**src/hdl/lpmd_pkg.sv**
```systemverilog
`default_nettype none

package lpmd_pkg;

    localparam int unsigned CFG_INDEX_W = 1;
    localparam int unsigned CFG_DATA_W  = 16;

    localparam logic [CFG_INDEX_W-1:0] REG_MODE       = 1'd0;
    localparam logic [CFG_INDEX_W-1:0] REG_MAX_LENGTH = 1'd1;

    localparam logic [15:0] MAX_LENGTH_RESET = 16'd8192;

    // header byte positions
    localparam logic [2:0] HDR_LEN_LO  = 3'd0;
    localparam logic [2:0] HDR_LEN_HI  = 3'd1;
    localparam logic [2:0] HDR_LEN2_LO = 3'd4;
    localparam logic [2:0] HDR_LEN2_HI = 3'd5;
    localparam logic [2:0] HDR_EPOCH   = 3'd6;

    typedef enum logic [1:0] {
        MODE_FRAMED  = 2'd0,
        MODE_PASS    = 2'd1,
        MODE_DISCARD = 2'd2
    } mode_t;

    typedef enum logic [2:0] {
        KIND_PAYLOAD   = 3'd0,
        KIND_EMPTY     = 3'd1,
        KIND_MISMATCH  = 3'd2,
        KIND_TOO_LARGE = 3'd3,
        KIND_PASS      = 3'd4
    } kind_t;

    typedef struct packed {
        logic        valid;
        kind_t       kind;
        logic [7:0]  data;
        logic        last;
        logic [7:0]  epoch;
        logic [15:0] msg_length;
    } result_t;

endpackage

`default_nettype wire

```
**src/hdl/lpmd_framer.sv**
```systemverilog
`default_nettype none

module lpmd_framer (
    input  wire logic               clk,
    input  wire logic               rst_n,
    input  wire logic               accept,
    input  wire logic [7:0]         in_byte,
    input  wire lpmd_pkg::mode_t    mode,
    input  wire logic [15:0]        max_length,
    output lpmd_pkg::result_t       res
);

    logic [2:0]  header_position_reg, header_position_next;
    logic [15:0] first_length_reg, first_length_next;
    logic [15:0] second_length_reg, second_length_next;
    logic [7:0]  epoch_value_reg, epoch_value_next;
    logic [15:0] bytes_remaining_reg, bytes_remaining_next;
    logic        in_payload_reg, in_payload_next;

    logic [2:0]  pos;
    logic        last;

    always_comb
    begin
        header_position_next = header_position_reg;
        first_length_next    = first_length_reg;
        second_length_next   = second_length_reg;
        epoch_value_next     = epoch_value_reg;
        bytes_remaining_next = bytes_remaining_reg;
        in_payload_next      = in_payload_reg;

        // position 7 never occurs; treat as start of header
        pos  = (header_position_reg == 3'd7) ? lpmd_pkg::HDR_LEN_LO : header_position_reg;
        last = (bytes_remaining_reg <= 16'd1);

        res.valid      = 1'b0;
        res.kind       = lpmd_pkg::KIND_PAYLOAD;
        res.data       = 8'd0;
        res.last       = 1'b0;
        res.msg_length = 16'd0;

        unique case (mode)
            lpmd_pkg::MODE_PASS:
            begin
                res.valid = 1'b1;
                res.kind  = lpmd_pkg::KIND_PASS;
                res.data  = in_byte;
            end
            lpmd_pkg::MODE_FRAMED:
            begin
                if (in_payload_reg)
                begin
                    res.valid            = 1'b1;
                    res.kind             = lpmd_pkg::KIND_PAYLOAD;
                    res.data             = in_byte;
                    res.last             = last;
                    res.msg_length       = first_length_reg;
                    bytes_remaining_next = bytes_remaining_reg - 16'd1;
                    if (last)
                    begin
                        bytes_remaining_next = 16'd0;
                        in_payload_next      = 1'b0;
                        header_position_next = lpmd_pkg::HDR_LEN_LO;
                    end
                end
                else
                begin
                    case (pos)
                        lpmd_pkg::HDR_LEN_LO:  first_length_next[7:0]   = in_byte;
                        lpmd_pkg::HDR_LEN_HI:  first_length_next[15:8]  = in_byte;
                        lpmd_pkg::HDR_LEN2_LO: second_length_next[7:0]  = in_byte;
                        lpmd_pkg::HDR_LEN2_HI: second_length_next[15:8] = in_byte;
                        default: ;
                    endcase

                    if (pos != lpmd_pkg::HDR_EPOCH)
                    begin
                        header_position_next = pos + 3'd1;
                    end
                    else
                    begin
                        // lengths are complete by now, so the registers hold them
                        epoch_value_next     = in_byte;
                        header_position_next = lpmd_pkg::HDR_LEN_LO;
                        if (first_length_reg != second_length_reg)
                        begin
                            res.valid      = 1'b1;
                            res.kind       = lpmd_pkg::KIND_MISMATCH;
                            res.msg_length = first_length_reg;
                        end
                        else if (first_length_reg > max_length)
                        begin
                            res.valid      = 1'b1;
                            res.kind       = lpmd_pkg::KIND_TOO_LARGE;
                            res.msg_length = first_length_reg;
                        end
                        else if (first_length_reg == 16'd0)
                        begin
                            res.valid = 1'b1;
                            res.kind  = lpmd_pkg::KIND_EMPTY;
                            res.last  = 1'b1;
                        end
                        else
                        begin
                            bytes_remaining_next = first_length_reg;
                            in_payload_next      = 1'b1;
                        end
                    end
                end
            end
            default: ; // discard, and the unused code
        endcase

        res.epoch = epoch_value_next;
    end

    always_ff @(posedge clk or negedge rst_n)
    begin
        if (!rst_n)
        begin
            header_position_reg <= 3'd0;
            first_length_reg    <= 16'd0;
            second_length_reg   <= 16'd0;
            epoch_value_reg     <= 8'd0;
            bytes_remaining_reg <= 16'd0;
            in_payload_reg      <= 1'b0;
        end
        else if (accept)
        begin
            header_position_reg <= header_position_next;
            first_length_reg    <= first_length_next;
            second_length_reg   <= second_length_next;
            epoch_value_reg     <= epoch_value_next;
            bytes_remaining_reg <= bytes_remaining_next;
            in_payload_reg      <= in_payload_next;
        end
    end

    a_payload_at_header_start: assert property (@(posedge clk) disable iff (!rst_n)
        in_payload_reg |-> header_position_reg == 3'd0)
        else $error("payload phase with header partly collected");

    a_payload_count_nonzero: assert property (@(posedge clk) disable iff (!rst_n)
        in_payload_reg |-> bytes_remaining_reg != 16'd0)
        else $error("payload phase with no bytes left");

    a_payload_gives_result: assert property (@(posedge clk) disable iff (!rst_n)
        (accept && mode == lpmd_pkg::MODE_FRAMED && in_payload_reg) |-> res.valid)
        else $error("payload byte produced no result");

    a_last_ends_payload: assert property (@(posedge clk) disable iff (!rst_n)
        (accept && res.valid && res.kind == lpmd_pkg::KIND_PAYLOAD && res.last)
        |=> !in_payload_reg)
        else $error("payload phase outlived its last byte");

endmodule

`default_nettype wire

```
**src/hdl/length_prefixed_message_deframer.sv**
```systemverilog
// A result transaction appears on the master side in the cycle after the byte is accepted.
// Throughput: one byte per cycle while s_tready is high; the single output register is the only stage.
// s_tready drops only while a result waits in the output register and m_tready is low.
// Reset (rst_n low, asynchronous): header collection restarts, no payload pending,
// mode framed, max_length 8192, output empty.
`default_nettype none

module length_prefixed_message_deframer (
    input  wire logic                              clk,
    input  wire logic                              rst_n,
    input  wire logic                              s_tvalid,
    output logic                                   s_tready,
    input  wire logic [7:0]                        s_tdata,   // in_byte
    output logic                                   m_tvalid,
    input  wire logic                              m_tready,
    output logic [31:0]                            m_tdata,   // data, epoch, msg_length
    output logic                                   m_tlast,
    output logic [2:0]                             m_tuser,   // kind
    input  wire logic                              cfg_we,
    input  wire logic [lpmd_pkg::CFG_INDEX_W-1:0]  cfg_index,
    input  wire logic [lpmd_pkg::CFG_DATA_W-1:0]   cfg_data
);

    lpmd_pkg::mode_t   mode_reg;
    logic [15:0]       max_length_reg;
    logic              m_valid_reg, m_valid_next;
    lpmd_pkg::result_t out_reg;
    lpmd_pkg::result_t res;
    logic              accept;

    assign s_tready = !m_valid_reg || m_tready;
    assign accept   = s_tvalid && s_tready;

    always_ff @(posedge clk or negedge rst_n)
    begin
        if (!rst_n)
        begin
            mode_reg       <= lpmd_pkg::MODE_FRAMED;
            max_length_reg <= lpmd_pkg::MAX_LENGTH_RESET;
        end
        else if (cfg_we)
        begin
            unique case (cfg_index)
                lpmd_pkg::REG_MODE:       mode_reg       <= lpmd_pkg::mode_t'(cfg_data[1:0]);
                lpmd_pkg::REG_MAX_LENGTH: max_length_reg <= cfg_data[15:0];
                default: ;
            endcase
        end
    end

    lpmd_framer u_framer (
        .clk        (clk),
        .rst_n      (rst_n),
        .accept     (accept),
        .in_byte    (s_tdata),
        .mode       (mode_reg),
        .max_length (max_length_reg),
        .res        (res)
    );

    always_comb
    begin
        m_valid_next = m_valid_reg;
        if (accept)
            m_valid_next = res.valid;
        else if (m_tready)
            m_valid_next = 1'b0;
    end

    always_ff @(posedge clk or negedge rst_n)
    begin
        if (!rst_n)
            m_valid_reg <= 1'b0;
        else
            m_valid_reg <= m_valid_next;
    end

    always_ff @(posedge clk)
    begin
        if (accept && res.valid)
            out_reg <= res;
    end

    assign m_tvalid = m_valid_reg;
    assign m_tdata  = {out_reg.msg_length, out_reg.epoch, out_reg.data};
    assign m_tlast  = out_reg.last;
    assign m_tuser  = out_reg.kind;

endmodule

`default_nettype wire
```
**config.mk**
```make
export PLATFORM = sky130hd
export DESIGN_NAME = length_prefixed_message_deframer
export DESIGN_NICKNAME = d
export VERILOG_FILES = /design/src/hdl/lpmd_pkg.sv /design/src/hdl/lpmd_framer.sv /design/src/hdl/length_prefixed_message_deframer.sv
export SDC_FILE = /design/constraint.sdc
export NUM_CORES = 1
export LEC_CHECK = 0
export ABC_AREA = 1
export BUFFER_PORTS_ARGS = -buffer_cell sky130_fd_sc_hd__buf_2
export CORE_ASPECT_RATIO = 0.75
export CORE_MARGIN = 4
export CORE_UTILIZATION = 63
export CTS_CLUSTER_SIZE = 16
export DETAILED_ROUTE_END_ITERATION = 7
export MAX_ROUTING_LAYER = met4
export PLACE_DENSITY = 0.87
export SLEW_MARGIN = 30
export SYNTH_ARGS = -nofsm -noshare
export SYNTH_HDL_FRONTEND = slang
export SYNTH_SLANG_ARGS = --single-unit
```
**constraint.sdc**
```tcl
create_clock -name clk -period 5.6 [get_ports clk]
set_input_delay 0.28 -clock clk [delete_from_list [all_inputs] [get_ports clk]]
set_output_delay 0.28 -clock clk [all_outputs]
set_load 0.01 [all_outputs]
```
Word level (Yosys, flattened, before mapping) --
Cells that the tools add are included.
Operators by class: add/subtract/negate cells 2, multiply operators 0, div/mod/pow operators 0, $lt $le $gt $ge 2, equal/unequal tests 12, shift operators 0, multiplexer cells 37, bitwise gates (word level) 2, reductions and logical operators 17
Operator list (number):
- $mux W16 | 10
- $mux W8 | 4
- $pmux W12 S2 | 1
- $mux W4 | 5
- $gt A16 B16 Y1 | 1
- $le A16 B1 Y1 const B | 1
- $logic_not A16 Y1 | 1
- $ne A16 B16 Y1 | 1
- $reduce_and A4 Y1 | 4
- $sub A16 B1 Y16 const B | 1
- $mux W1 | 13
- $mux W3 | 4
- $eq A3 B3 Y1 const B | 3
- $ne A2 B1 Y1 const B | 4
- $reduce_and A2 Y1 | 3
- $reduce_and A6 Y1 | 1
- $add A3 B1 Y3 const B | 1
- $eq A3 B1 Y1 const B | 1
- $logic_not A3 Y1 | 1
- $ne A3 B3 Y1 const B | 1
- $reduce_and A3 Y1 | 1
- $eq A2 B1 Y1 const B | 1
- $logic_and A1 B1 Y1 | 2
- $logic_not A2 Y1 | 1
- 5 further kinds | 6
Storage, ports and cells: bits in registers 115, bits in latches 0, RAM bits 0, ROM bits 0, input port bits 30, word-level logic and storage cells 88, memories 0

Longest topological paths before layout --
Gate-level depths: netlist of the first run.
depth in word-level cells 8, gate-level depth with buffers 18, mapped depth without buffers 17

By module --
From an unflattened synthesis of the first run, not the netlist that was laid out.
Second synthesis, totals: cells, all modules 690, area total of the unflattened synthesis 5883.1 um^2
By module, submodules not included:
- lpmd_framer | instances 1, cells each 565, area each 3942.5 um^2, sequential area each 1501.4 um^2
- length_prefixed_message_deframer | instances 1, cells each 125, area each 1940.6 um^2, sequential area each 1557.7 um^2

Worst setup path before layout of the first run --
No wires, ideal clock.
kind flip-flop to flip-flop, start register max_length_reg[13], end register out_reg, in the netlist m_tdata[0], enable pin, library setup time 0.391 ns, data arrival time 2.310 ns, data required time 5.209 ns, setup slack 2.899 ns, stages on the path, launching flop included 13, buffers on the path 0, clock period less this slack 2.701 ns, path through dfstp_2 inv_1 ha_1 nand2_1 nor3_1 nand2_1 nand2_1 nand2_1 nand3_4 nand2_1 nand2_1 nand2_1 inv_1
Between the ends: cells in the longest elaborated chain, start to end 7
RTL lines:
- from (decl) | line length_prefixed_message_deframer.sv:25 | logic [15:0] max_length_reg;
- from (signal assigned) | line length_prefixed_message_deframer.sv:39 | max_length_reg <= lpmd_pkg::MAX_LENGTH_RESET;
- from (signal assigned) | line length_prefixed_message_deframer.sv:45 | lpmd_pkg::REG_MAX_LENGTH: max_length_reg <= cfg_data[15:0];
- $gt A16 B16 Y1 | line lpmd_framer.sv:91 | else if (first_length_reg > max_length)
- $mux W4 | line lpmd_framer.sv:91
- $mux W4 | line lpmd_framer.sv:85 | if (first_length_reg != second_length_reg)
- $mux W4 | line lpmd_framer.sv:76 | if (pos != lpmd_pkg::HDR_EPOCH)
- $mux W4 | line lpmd_framer.sv:51 | if (in_payload_reg)
- $pmux W12 S2 | line lpmd_framer.sv:42 | unique case (mode)
- $logic_and A1 B1 Y1 | line length_prefixed_message_deframer.sv:80 | if (accept && res.valid)
- to (signal assigned) | line length_prefixed_message_deframer.sv:81 | out_reg <= res;
- to (decl) | line length_prefixed_message_deframer.sv:27 | lpmd_pkg::result_t out_reg;
No other way between the ends. A chain may end at the register's enable or synchronous reset.

Worst setup path after layout of the first run --
start register max_length_reg[13], end register out_reg, in the netlist m_tdata[24], enable pin
The elaborated chain is that of the path after synthesis.

==> impl_metrics.tcl, run 1 <==
set metrics [dict create \
    r2r_cells 13 \
    final_max_slew_viol_count 0 \
    gp_congestion 0.9776 \
    cpMostUsedCell "nand2_1" \
    grt_max_degree 80 \
    area_growth_pct 16.48 \
    cp-start-kind "flop" \
    cts-root-buf "clkbuf_16" \
    cpPeakStageDelay_ps 510 \
    synth_compound_area_share_pct 8.545 \
    syn_area_um2 5710 \
    layout_min_cycle_time_ps 2856 \
    grt_pass1_vias 4719 \
    p_total_uw 3641 \
    final_antenna_net_count 0 \
    final_cell_mix "nand2_1 (185), dfrtp_1 (78), nor2_1 (69), buf_2 (66), inv_1 (55)" \
    ys_types 37 \
    fin_hold_ws_ps 110.5 \
    initial_core_util_pct 66.13 \
    synth_edf_count 36 \
    cp-end-kind "flop" \
    setup_tns_ps 0 \
    fp.coreArea_um2 8636 \
    timing.slew.headroom_pct 50.78 \
    die_h_um 90.45 \
    post-dp-hpwl_um 10220 \
    avgRoutedWirePerCell_um 17.61 \
    numPortBuffers 67 \
    drv_cap 0 \
    rows 29 \
    syn_area_per_cell_um2 8.718 \
    cp.required_ps 5660 \
    drc 7 \
    yosysSeqAreaShare_pct 53.57 \
    clock_latency_ps 420 \
    overflow 0 \
    yosys.area_share.simple_pct 24.06 \
    finalSetupViolations 0 \
    clock_skew_ps 7.595 \
    violations "DRC" \
    synth_top_family_by_area "simple AND/OR/NAND/NOR gates" \
    first_pass_iters 8 \
    final_nets 772 \
    synth_seq_cells 115 \
    layout_commonest_cell "nand2_1" \
    arrival_ps 2910 \
    drt-initial-drc-count 662 \
    clock-sinks 115 \
    die_w_um 117.9 \
    cts_buffers 17 \
    critPathMaxFanout 36 \
    hold_viol_final 0 \
    cts_setup_buffers 0 \
    muxShareOfSynthArea_pct 0 \
    yosys.area_share.xor_xnor_pct 4.141 \
    whs_path_depth 3 \
    synth-main-ff-cell "dfrtp_1" \
    grt_pass1_wl_um 24250 \
    grt_usage_pct 29.63 \
    reg2reg_to "m_tdata[24]$_SDFFCE_PN0P_" \
    syn_nets 703 \
    cellLeakagePower_uw 0.003265 \
    status "finished with violations" \
    rsz0062_at_grt "no" \
    hold_start "cfg_data[9]" \
    viasPerCell 5.821 \
    rrSetupSlack_ps 2740 \
    worstPathCellList "inv_1 > ha_1 > nand2_1 > nor3_1 > nand2_1 > nand2_1 > nand2_1 > nand3_4 > nand2_1 > nand2_1 > nand2_1 > inv_1 > buf_4" \
    antenna_found_initial 0 \
    cpMaxStageDelayCell "dfstp_2" \
    timing.fmax_mhz 350.1 \
    reg2reg_from "max_length_reg[13]$_DFFE_PN1P_" \
    clk_pin_slew_ps 50 \
    cts_resized 0 \
    yosysWarnings 0 \
    yosys.area_share.adder_pct 3.944 \
    max-vdd-ir-drop_v 0.0003835 \
    num_io_pins 68 \
    postCtsHoldBufs 0 \
    worst-setup-path-type "flop to flop" \
    cts_tree "yes" \
    synthCells 655 \
    whs_endpoint "max_length_reg[9]$_DFFE_PN0P_" \
    h-tree-depth 4 \
    largest_reg_flops 32 \
    hold_path_class "input pin to flop" \
    fillers 575 \
    period_share_pct 51.00 \
    antenna_cells 0 \
    worst_pin_slew_ps 735.6 \
    die-area_um2 10670 \
    routed_wl_um 14880 \
    clockBufferDepth 2 \
    final_layout_size_suffix_gt1_share_pct 15.33 \
    power.density_nw_per_um2 547.4 \
    dr_total_vias 4919 \
    ys_async_sr_fraction_pct 68.70 \
]
[cells by family after synthesis]
group	count (synthesis)
adders and majority gates	18
DFF	115
xor gates and xnor gates	27
and+or+nand+nor	323
AOI/OAI and AO/OA	94
buffers and inverters	78
[cell usage after synthesis, types with 2 or more instances]
cell type / count / share of area (%)
ha_1: 18 / 3.9
nand2_4: 3 / 0.59
nor4_1: 4 / 0.44
nor2_1: 69 / 4.5
xnor2_1: 4 / 0.61
buf_4: 2 / 0.26
nor2_2: 2 / 0.22
inv_1: 55 / 3.6
a21oi_1: 26 / 2.3
edfxtp_1: 36 / 19
nand2_1: 186 / 12
nand4_1: 10 / 1.1
buf_6: 3 / 0.59
xor2_1: 23 / 3.5
clkbuf_1: 11 / 0.72
nor3_1: 15 / 1.3
dfrtp_1: 78 / 34
nand3_1: 26 / 2.3
o21ai_0: 54 / 4.7
o21ai_1: 7 / 0.61
inv_2: 4 / 0.26
nor2_4: 3 / 0.59
o22ai_1: 2 / 0.22
[stage by stage]
| stage | utilization, % | area, um^2 | std cells | setup slack, ps |
|---|---|---|---|---|
| after floorplan | - | 5710 | 655 | 2899 |
| after global placement | 70.46 | 6085 | 812 | 3041 |
| after detailed placement | 70.46 | 6085 | 812 | 2903 |
| after CTS | 76.83 | 6635 | 844 | 2783 |
| after global routing | 77.02 | 6651 | 845 | 2570 |
| final | 77.02 | 6651 | 845 | 2744 |
[area by class of cell]
class	count	area, um^2	share of cell area [%]
multi-input combinational	462	2326	34.97
clock buffer	19	432.9	6.509
inverter	59	221.5	3.330
sequential	115	3059	45.99
clock inverter	13	117.6	1.768
tap	108	135.1	2.032
timing repair buffer	69	359.1	5.399
[critical path: cells and delay by family, from the launching register on]
family	cells	cell delay, ps
simple gates	9	1130
flops	1	510
buf+inv	3	550
fa+ha+maj	1	290
[report_power, final]
part	total (uW)	internal (uW)	leakage (uW)	switching [uW]
sequential	1410	1140	0.00135	273
combinational	1210	425	0.00165	782
clock	1020	642	0.000262	377
[per-layer routing]
layer	vias up	global-route usage, %	wire length, um
met5	-	-	0
met4	0	13.56	414
met3	49	6.888	1626
met2	301	41.85	6520
met1	2286	40.96	6321
li1	2283	-	-
[worst max-delay path by stage]
stage / cells past startpoint / end / slack, ps / from
detailed placement: 13 / m_tdata[5]$_DFFE_PP_ / 2900 / max_length_reg[13]$_DFFE_PN1P_
global placement: 13 / m_tuser[2]$_DFFE_PP_ / 3040 / max_length_reg[13]$_DFFE_PN1P_
CTS: 13 / m_tdata[25]$_SDFFCE_PN0P_ / 2780 / max_length_reg[13]$_DFFE_PN1P_
finish: 13 / m_tdata[24]$_SDFFCE_PN0P_ / 2740 / max_length_reg[13]$_DFFE_PN1P_
global route: 13 / m_tdata[27]$_SDFFCE_PN0P_ / 2570 / max_length_reg[13]$_DFFE_PN1P_
floorplan: 12 / m_tdata[0]$_DFFE_PP_ / 2900 / max_length_reg[13]$_DFFE_PN1P_
(Power assumes the default switching activity.)
==> run 2, diff against run 1 <==
--- a/config.mk
+++ b/config.mk
@@ -9,11 +9,11 @@
 export BUFFER_PORTS_ARGS = -buffer_cell sky130_fd_sc_hd__buf_2
 export CORE_ASPECT_RATIO = 0.75
 export CORE_MARGIN = 4
-export CORE_UTILIZATION = 63
+export CORE_UTILIZATION = 53
 export CTS_CLUSTER_SIZE = 16
 export DETAILED_ROUTE_END_ITERATION = 7
 export MAX_ROUTING_LAYER = met4
-export PLACE_DENSITY = 0.87
+export PLACE_DENSITY = 0.79
 export SLEW_MARGIN = 30
 export SYNTH_ARGS = -nofsm -noshare
 export SYNTH_HDL_FRONTEND = slang
==> constraint.sdc (replaced) <==
create_clock -name clk -period 2.4 [get_ports clk]
set_input_delay 0.12 -clock clk [delete_from_list [all_inputs] [get_ports clk]]
set_output_delay 0.12 -clock clk [all_outputs]
set_load 0.01 [all_outputs]
==> run 2 against run 1 <==
  * The flow now finishes without violations
  * Maximum frequency rose by 22%
  * Sequential power rose by 130%
  * Die area rose by 17%
  * Via count rose by 2.1%
  * Non-clock buffer count rose by 43
  * Register-to-register slack got worse by 2700 ps
  * Sequential share of layout area fell by 3.6 points
  * Largest cell class unchanged
==> impl_metrics.tcl, run 2 (synthesis gave the netlist of run 1 again) <==
set metrics [dict create \
    p_sw_share_pct 40.31 \
    cts-root-buf "clkbuf_16" \
    clock_skew_ps 9.284 \
    drt-initial-drc-count 601 \
    power_frac_clock_pct 25.7 \
    drv_cap 0 \
    reg2reg_to "m_tdata[15]$_DFFE_PP_" \
    utilization_pct 69.57 \
    largest_reg_flops 32 \
    antenna_cells 0 \
    die_h_um 97.90 \
    status "finished, final reports clean" \
    clock_latency_ps 420 \
    die-area_um2 12520 \
    final_nets 815 \
    critPathMaxFanout 8 \
    period_share_pct 97.83 \
    avgRoutedWirePerCell_um 17.12 \
    cellLeakagePower_uw 0.003483 \
    fillers 754 \
    final_antenna_net_count 0 \
    layout_min_cycle_time_ps 2348 \
    final_cell_mix "nand2_1 (177), dfrtp_1 (71), nor2_1 (68), buf_2 (66), o21ai_0 (53)" \
    initial_core_util_pct 54.86 \
    power.density_nw_per_um2 1216 \
    globalRouteMet2Util_pct 37.45 \
    dr_total_vias 5022 \
    comb_power_share_pct 37.6 \
    cp-start-kind "flop" \
    grt_max_degree 52 \
    hold_viol_final 0 \
    cts_tree "yes" \
    drc 0 \
    clockBufferDepth 2 \
    cp-end-kind "flop" \
    fp.coreArea_um2 10410 \
    grt_pass1_vias 4884 \
    area_growth_pct 26.82 \
    first_pass_iters 5 \
    p_total_uw 8807 \
    setup.worst_path.end "m_tdata[15]$_DFFE_PP_" \
    cp.required_ps 2540 \
    viasPerCell 5.483 \
    p_int_uw 5257 \
    instances_no_fill 916 \
    netSwitchingPower_uw 3550 \
    regArea_um2 3068 \
    overflow 0 \
    use_met1_pct 35.54 \
    reg2reg_from "u_framer.first_length_reg[6]$_DFFE_PN0P_" \
    grt-busiest-layer "met2" \
    numPortBuffers 67 \
    post-dp-hpwl_um 10510 \
    final_layout_size_suffix_gt1_share_pct 22.44 \
    die_w_um 127.9 \
    rrSetupSlack_ps 50 \
    grt_pass1_wl_um 24690 \
    r2r_cells 14 \
    max-vdd-ir-drop_v 0.0006552 \
    arrival_ps 2480 \
    timing.slew.headroom_pct 64.97 \
    finalSetupViolations 0 \
    clock-sinks 115 \
    grt_usage_pct 25.80 \
    cp-startpoint "u_framer.first_length_reg[6]$_DFFE_PN0P_" \
    gp_congestion 1.005 \
    h-tree-depth 4 \
    multiInputGateArea_um2 2451 \
    clk_pin_slew_ps 60 \
    routed_wl_um 15680 \
    num_io_pins 68 \
    cts_buffers 17 \
    grt_use_met3_pct 6.561 \
    dpl.cell_count 857 \
    seq_power_share_pct 36.7 \
    final_max_slew_viol_count 0 \
    worst-setup-path-type "flop to flop" \
    worst_pin_slew_ps 523.7 \
    antenna_found_initial 0 \
    timing.fmax_mhz 425.9 \
    hold_path_class "input pin to flop" \
    rows 32 \
    layout_commonest_cell "nand2_1" \
]
-- run 2: routing by layer --
| layer | part of all wire (%) | wire length [um] |
|---|---|---|
| met2 | 46 | 7196 |
| met3 | 9.5 | 1494 |
| met4 | 2.0 | 307 |
| met1 | 43 | 6680 |
| met5 | 0 | 0 |
-- run 2: cell type report --
class / instances / area share [%]
flip-flops and latches: 115 / 42.36
inverters: 59 / 3.110
clock buffers: 17 / 5.874
repair buffers: 112 / 10.95
clock inverters: 15 / 1.503
multi-input cells: 462 / 33.85
well taps: 136 / 2.350
-- run 2: worst max-delay path, stage by stage, from the launching register on --
cell and delay, ps:
dfrtp_2 460, ha_1 300, nand2_1 90, nor2_2 180, nand2_1 90, nand2_1 60
nand2_1 60, nand2_2 90, nand2_4 60, nand3_4 80, nand2_2 70, nand2_2 80
nand2_4 60, clkinvlp_4 190, clkbuf_16 200
-- run 2: stage by stage --
stage	hold slack [ps]	worst slack [ps]	instance area, um^2	setup TNS [ps]
finish	54.44	52.19	7242	0
global placement	71.09	195.2	6327	0
global route	93.42	-36.65	7242	-839.0
detailed placement	78.48	124.4	6327	0
floorplan	-175.6	-18.86	5753	-678.8
CTS	49.62	66.38	7042	0
-- run 2: power groups by stage --
stage	registers [uW]	clock network, uW	logic, uW
2_1_floorplan	3160	0	2040
3_3_place_gp	3170	0	2880
3_5_place_dp	3220	0	2970
4_1_cts	3190	2270	3040
5_1_grt	3290	2380	3660
6_report	3240	2260	3310
-- run 2: worst min path at each step --
stage,from,to,slack (ps),depth (start not counted)
final,cfg_we,mode_reg[1]$_DFFE_PN0P_,50,3
after global routing,s_tdata[7],u_framer.second_length_reg[7]$_DFFE_PN0P_,90,3
after CTS,cfg_we,mode_reg[1]$_DFFE_PN0P_,50,3
after detailed placement,rst_n,u_framer.bytes_remaining_reg[6]$_DFFE_PN0P_,80,1
after global placement,rst_n,u_framer.bytes_remaining_reg[6]$_DFFE_PN0P_,70,1
after floorplan,rst_n,m_tvalid$_DFFE_PN0P_,-180,0
-- run 2: repair_timing --
item,4_1_cts,5_1_grt
hold endpoints to repair,47,0
endpoints found under the setup margin,0,36
buffers inserted,0,7
gates resized for setup,0,27
hold buffers,18,0
